$ cat src/hdl/lhct_pkg.sv
// Shared constants, codes and types of the label hash chain table.
package lhct_pkg;

    // Table geometry.
    localparam int MAX_ENTRIES = 65536;
    localparam int BUCKETS     = 1024;
    localparam int ENTRY_AW    = $clog2(MAX_ENTRIES);
    localparam int BUCKET_AW   = $clog2(BUCKETS);
    localparam int IDX_W       = ENTRY_AW + 1;

    // Field widths.
    localparam int OP_W       = 2;
    localparam int ID_W       = 32;
    localparam int OFS_W      = 32;
    localparam int SEC_W      = 8;
    localparam int STATUS_W   = 2;
    localparam int CFG_IDX_W  = 1;
    localparam int CFG_DATA_W = 8;

    // Hash and flag constants.
    localparam logic [ID_W-1:0] HASH_MUL   = 32'd65521;
    localparam logic [ID_W-1:0] HASH_ADD   = 32'd31;
    localparam int              HASH_SHIFT = 16;
    localparam int              FAR_SHIFT  = 20;

    // Empty chain link (-1).
    localparam logic [IDX_W-1:0] LINK_EMPTY = '1;

    // Operation codes.
    localparam logic [OP_W-1:0] OP_INS_OFS = 2'd0;
    localparam logic [OP_W-1:0] OP_INS_ABS = 2'd1;
    localparam logic [OP_W-1:0] OP_LOOKUP  = 2'd2;

    // Result status codes.
    localparam logic [STATUS_W-1:0] ST_OK        = 2'd0;
    localparam logic [STATUS_W-1:0] ST_IGNORED   = 2'd1;
    localparam logic [STATUS_W-1:0] ST_FULL      = 2'd2;
    localparam logic [STATUS_W-1:0] ST_NOT_FOUND = 2'd3;

    // Configuration register indexes.
    localparam logic [CFG_IDX_W-1:0] REG_BSS_SECTION = 1'd0;
    localparam logic [CFG_IDX_W-1:0] REG_ABS_SECTION = 1'd1;

    // Result kinds chosen by the controller.
    localparam int RES_SEL_W = 3;
    localparam logic [RES_SEL_W-1:0] RES_IGNORED  = 3'd0;
    localparam logic [RES_SEL_W-1:0] RES_FULL     = 3'd1;
    localparam logic [RES_SEL_W-1:0] RES_INSERTED = 3'd2;
    localparam logic [RES_SEL_W-1:0] RES_HIT      = 3'd3;
    localparam logic [RES_SEL_W-1:0] RES_MISS     = 3'd4;

    // Commands from the controller to the datapath.
    typedef struct packed {
        logic                 capture;
        logic                 hash;
        logic                 insert;
        logic                 walk_load_head;
        logic                 walk_step;
        logic                 res_load;
        logic [RES_SEL_W-1:0] res_sel;
        logic                 out_load;
        logic                 clr_step;
    } lhct_cmd_t;

    // Status from the datapath to the controller.
    typedef struct packed {
        logic [OP_W-1:0] op;
        logic            id_ok;
        logic            full;
        logic            head_empty;
        logic            hit;
        logic            next_empty;
        logic            clr_last;
        logic            out_free;
    } lhct_sts_t;

    // One chain entry as held in the link memory.
    typedef struct packed {
        logic [ID_W-1:0]  id;
        logic [IDX_W-1:0] next;
    } lhct_link_t;

    // Stored payload of one entry.
    typedef struct packed {
        logic [OFS_W-1:0] offset;
        logic [SEC_W-1:0] section;
    } lhct_data_t;

endpackage

$ cat src/hdl/lhct_ctrl.sv
// Controller state machine of the label hash chain table.
module lhct_ctrl import lhct_pkg::*; (
    input  logic      aclk,
    input  logic      aresetn,
    input  logic      s_valid,
    output logic      s_ready,
    input  lhct_sts_t sts,
    output lhct_cmd_t cmd
);

    localparam logic [2:0] S_CLEAR  = 3'd0;
    localparam logic [2:0] S_IDLE   = 3'd1;
    localparam logic [2:0] S_HASH   = 3'd2;
    localparam logic [2:0] S_HEAD   = 3'd3;
    localparam logic [2:0] S_DECIDE = 3'd4;
    localparam logic [2:0] S_WALK   = 3'd5;
    localparam logic [2:0] S_DONE   = 3'd6;

    logic [2:0] state_reg;
    logic [2:0] state_next;

    // State register; reset starts the bucket clearing pass.
    always_ff @(posedge aclk) begin
        if (!aresetn) begin
            state_reg <= S_CLEAR;
        end else begin
            state_reg <= state_next;
        end
    end

    // Next state and command decode.
    always_comb begin
        state_next = state_reg;
        cmd        = '0;
        s_ready    = 1'b0;
        case (state_reg)
            S_CLEAR: begin
                cmd.clr_step = 1'b1;
                if (sts.clr_last) begin
                    state_next = S_IDLE;
                end
            end
            S_IDLE: begin
                s_ready = 1'b1;
                if (s_valid) begin
                    cmd.capture = 1'b1;
                    state_next  = S_HASH;
                end
            end
            S_HASH: begin
                cmd.hash   = 1'b1;
                state_next = S_HEAD;
            end
            S_HEAD: begin
                // The bucket head is read in this cycle.
                state_next = S_DECIDE;
            end
            S_DECIDE: begin
                state_next   = S_DONE;
                cmd.res_load = 1'b1;
                case (sts.op)
                    OP_INS_OFS, OP_INS_ABS: begin
                        if (!sts.id_ok) begin
                            cmd.res_sel = RES_IGNORED;
                        end else if (sts.full) begin
                            cmd.res_sel = RES_FULL;
                        end else begin
                            cmd.insert  = 1'b1;
                            cmd.res_sel = RES_INSERTED;
                        end
                    end
                    OP_LOOKUP: begin
                        if (sts.head_empty) begin
                            cmd.res_sel = RES_MISS;
                        end else begin
                            cmd.res_load       = 1'b0;
                            cmd.walk_load_head = 1'b1;
                            state_next         = S_WALK;
                        end
                    end
                    default: begin
                        cmd.res_sel = RES_IGNORED;
                    end
                endcase
            end
            S_WALK: begin
                // The entry read in the previous cycle is compared here.
                if (sts.hit) begin
                    cmd.res_load = 1'b1;
                    cmd.res_sel  = RES_HIT;
                    state_next   = S_DONE;
                end else if (sts.next_empty) begin
                    cmd.res_load = 1'b1;
                    cmd.res_sel  = RES_MISS;
                    state_next   = S_DONE;
                end else begin
                    cmd.walk_step = 1'b1;
                end
            end
            S_DONE: begin
                if (sts.out_free) begin
                    cmd.out_load = 1'b1;
                    state_next   = S_IDLE;
                end
            end
            default: begin
                state_next = S_IDLE;
            end
        endcase
    end

endmodule

$ cat config.mk
export PLATFORM = sky130hd
export DESIGN_NAME = lhct_ctrl
export DESIGN_NICKNAME = d
export VERILOG_FILES = /design/src/hdl/lhct_pkg.sv /design/src/hdl/lhct_ctrl.sv
export SDC_FILE = /design/constraint.sdc
export NUM_CORES = 1
export LEC_CHECK = 0
export BUFFER_PORTS_ARGS = -buffer_cell sky130_fd_sc_hd__buf_2
export CELL_PAD_IN_SITES_DETAIL_PLACEMENT = 0
export CELL_PAD_IN_SITES_GLOBAL_PLACEMENT = 1
export CORE_MARGIN = 5
export CORE_UTILIZATION = 25
export CTS_CLUSTER_DIAMETER = 80
export DETAILED_ROUTE_END_ITERATION = 16
export PLACE_DENSITY_LB_ADDON = 0.08
export SYNTH_ARGS = -nofsm -noshare
export SYNTH_HDL_FRONTEND = slang
export SYNTH_SLANG_ARGS = --single-unit
$ cat constraint.sdc
create_clock -name aclk -period 1.55 [get_ports aclk]
set_input_delay 0.0775 -clock aclk [delete_from_list [all_inputs] [get_ports aclk]]
set_output_delay 0.0775 -clock aclk [all_outputs]
set_load 0.01 [all_outputs]
After elaboration in Yosys (flattened, before gate mapping)

Index checks and enable logic that the tools add are counted.

Output and inout bits: 12
Flip-flop bits (word level): 3
Bits of input ports: 12

Reductions and logical operators: 4
Equal/unequal tests: 12
Mux-type cells: 33

Operator list:

| operator           | count |
|---|---|
| $pmux 3 s7         | 1 |
| $mux 3             | 6 |
| $mux 1             | 17 |
| $mux 2             | 5 |
| $eq 3x3->1 const B | 3 |
| $mux 4             | 2 |
| $pmux 4 s2         | 1 |
| $eq 3x2->1 const B | 2 |
| $ne 2x2->1 const B | 3 |
| $pmux 3 s2         | 1 |
| $reduce_and 4->1   | 1 |
| $eq 3x1->1 const B | 1 |
| $logic_not 3->1    | 1 |
| $ne 3x3->1 const B | 1 |
| $eq 2x1->1 const B | 1 |
| $eq 2x2->1 const B | 1 |
| $logic_not 2->1    | 1 |
| $reduce_or 2->1    | 1 |

Logic depth before layout (Yosys ltp)

Depth in word-level cells: 4
Gate-level depth with buffers: 5
Depth with buffers taken out: 3

Worst setup path before layout

No wires, ideal clock.

Kind: register to register
Start: register state_reg[0]
End: register state_reg[0]
Arrival: 1.129 ns
Cell stages (with the launch flop): 4
Library setup time: 0.088 ns
Period minus slack after synthesis: 1.217 ns
Setup slack: 0.333 ns
Path through: dfxtp_1 buf_6 or4b_4 a311oi_2

Longest elaborated chain between the ends: 3
Elaborated cells on any way between the ends: 13

Ends and longest elaborated chain:

| element                                            | line            | text |
|---|---|---|
| start: declaration                                 | lhct_ctrl.sv:19 | `logic [2:0] state_reg;` |
| start signal: assignment                           | lhct_ctrl.sv:27 | `state_reg <= state_next;` |
| $eq 3x3->1, or another cell as far along           | lhct_ctrl.sv:36 | `case (state_reg)` |
| $ne 3x3->1 (no line) or $ne 2x2->1 (tied branches) | n/a             |  |
| $reduce_and 4->1 (no line)                         | n/a             |  |

Several ways; a longest one is shown, not always the timed one.
A chain may end at the register's enable or synchronous reset.

==> impl_metrics.tcl <==
set metrics [dict create \
    status "completed" \
    cp-start-kind "flop" \
    mostFrequentLayoutCell "buf_2" \
    initial_core_util 0.2697 \
    worstHoldPathType "in -> reg" \
    switching_share 0.3307 \
    vias_per_cell 4.817 \
    rsz0062_at_grt "false" \
    cp_max_fo 10 \
    dr.pass1.iters 4 \
    num_io_pins 24 \
    hold_viol 0 \
    final_antenna_net_count 0 \
    numPortBuffers 23 \
    fin_util 0.3989 \
    grt_pass1_wl_um 1566 \
    die_h_um 47.70 \
    power_leakage_nw 0.2332 \
    grt_pass1_vias 360 \
    slew_headroom 0.7350 \
    antenna_found_initial 0 \
    clk-insertion-delay-late_ns 0.23 \
    netlist_top_cells_area "dfxtp_1 (17%), a21oi_1 (8.5%), nand3b_1 (8.5%)" \
    grt_overflow 0 \
    die_w_um 47.70 \
    cap_violations 0 \
    grt_usage 0.09751 \
    vdd_ir_drop_max_mv 0.4487 \
    syn_avg_cell_area_um2 6.833 \
    dieArea_um2 2275 \
    required_ns 1.47 \
    fmax_ghz 0.6918 \
    drtIter0Drc 3 \
    p_sw_uw 123.5 \
    synth_top_area_share 0.1690 \
    wirelength_um 1073 \
    fin_setup_tns_ns 0 \
    num_vias 448 \
    fin_nets 91 \
    comb_power_share 0.354 \
    synth_area_leader_cell "dfxtp_1" \
    cts_sinks 3 \
    rows 13 \
    tritoncts "built" \
    clockPowerShare 0.368 \
    final_cell_mix "buf_2 (23), a21oi_1 (6), nor2_1 (6)" \
    worst_pin_slew_ns 0.3920 \
    syn_area_um2 355.3 \
    internal_power_uw 250.0 \
    critPathKind "reg -> out" \
    p_seq_frac 0.278 \
    post-dp-hpwl_um 853.6 \
    wl_per_cell_um 11.54 \
    synth_fp_nets 64 \
    fin_skew_ns 0.0007500 \
    min_period_over_period 0.9325 \
    hold_ws_ns 0.1278 \
    critPathCaptureType "primary output" \
    period_needed_ns 1.445 \
    clk_pin_slew_worst_paths_ns 0.04 \
    cts_buffer_depth 2 \
    fin_total_pwr_uw 373.6 \
    synthCells 52 \
    largest_reg_flops 3 \
    dp_cells 89 \
    grt_max_degree 11 \
    setup_violations 0 \
    yosys_warnings 0 \
    areaGrowthSynthToFinish_pct 47.89 \
    ys_seq_area_frac 0.1690 \
    postCtsSetupBuffers 0 \
    drc_errors 0 \
    final_cells 93 \
    place.gp.congestion 0.6825 \
    p_per_area_nw_per_um2 710.9 \
    critical_path_arrival_ns 1.37 \
    drive_gt1_frac 0.4487 \
    coreArea_um2 1318 \
    reg2reg_slack_ns 0.28 \
    ys_ff_latch 3 \
    htreeDepth 1 \
    n_antenna_cell 0 \
    netlist-cell-type-count 26 \
    cts_buffers 3 \
    slew_viol_final 0 \
    root_buffer "clkbuf_4" \
]
## kinds of logic (layout without fill, tap and decap cells)
| family | Yosys count | in the layout | synth area share |
|---|---|---|---|
| and+or+nand+nor | 28 | 28 | 0.4789 |
| AOI/OAI and AO/OA | 14 | 14 | 0.2500 |
| DFF | 3 | 3 | 0.1690 |
| buffers and inverters | 7 | 33 | 0.1021 |
## repair_timing
action,in CTS,in global routing
resized for setup,0,3
setup endpoints to repair,0,4
hold buffers,0,0
## cell usage after synthesis
cell type	instances
or4_1	1
nand3b_1	4
a311oi_2	1
clkbuf_2	1
nor4b_1	1
buf_2	1
nor2_1	6
buf_6	1
nor3b_1	1
nand3_1	1
a211o_1	1
dfxtp_1	3
a21oi_1	6
and2_1	1
or4b_4	1
or3_1	1
nand2b_1	1
a211oi_1	1
nand4bb_1	1
nand2_1	4
nor3_1	4
inv_1	2
o21ai_0	4
clkbuf_1	2
o21bai_1	1
nor4bb_1	1
## metal layers
| metal | wire length [µm] | up-vias | track usage |
|---|---|---|---|
| met1 | 499 | 186 | 0.1239 |
| li1 | - | 242 | - |
| met2 | 442 | 20 | 0.1609 |
| met4 | 0 | 0 | 0 |
| met3 | 132 | 0 | 0.04511 |
| met5 | 0 | - | 0 |
## final cells by class
| type | count | area (µm²) |
|---|---|---|
| Sequential cell | 3 | 62.56 |
| Timing Repair Buffer | 27 | 145.1 |
| Fill cell | 154 | 792.0 |
| Clock buffer | 4 | 26.28 |
| Multi-Input combinational cell | 42 | 265.3 |
| Tap cell | 15 | 18.77 |
| Inverter | 2 | 7.507 |
## worst paths after layout
kind / from / endpoint / cells after the start
worst max-delay path: state_reg[0] / cmd[7] / 3
worst min-delay path: aresetn / state_reg[1] / 3
worst max register to register: state_reg[0] / state_reg[0] / 3
worst min register to register: state_reg[1] / state_reg[2] / 2
## stage by stage
| stage | setup slack (ns) | area (µm²) |
|---|---|---|
| after global placement | 0.1095 | 490.5 |
| final | 0.1046 | 525.5 |
| after floorplan | 0.3331 | 355.3 |
| after detailed placement | 0.1408 | 490.5 |
| after global routing | 0.02698 | 525.5 |
| after CTS | 0.03951 | 516.7 |
## power groups by stage
stage / Sequential, mW / Clock [mW] / Combinational [mW]
floorplan: 0.0896 / 0 / 0.0958
global placement: 0.104 / 0 / 0.133
detailed placement: 0.104 / 0 / 0.132
CTS: 0.103 / 0.146 / 0.132
global route: 0.106 / 0.160 / 0.146
finish: 0.104 / 0.137 / 0.132
## worst max-delay path, stage by stage, from the launching register on
cell	delay, ns
dfxtp_2	0.36
or4b_4	0.55
nor2_1	0.09
buf_2	0.13
No activity file was read; power rests on OpenSTA's default activity.
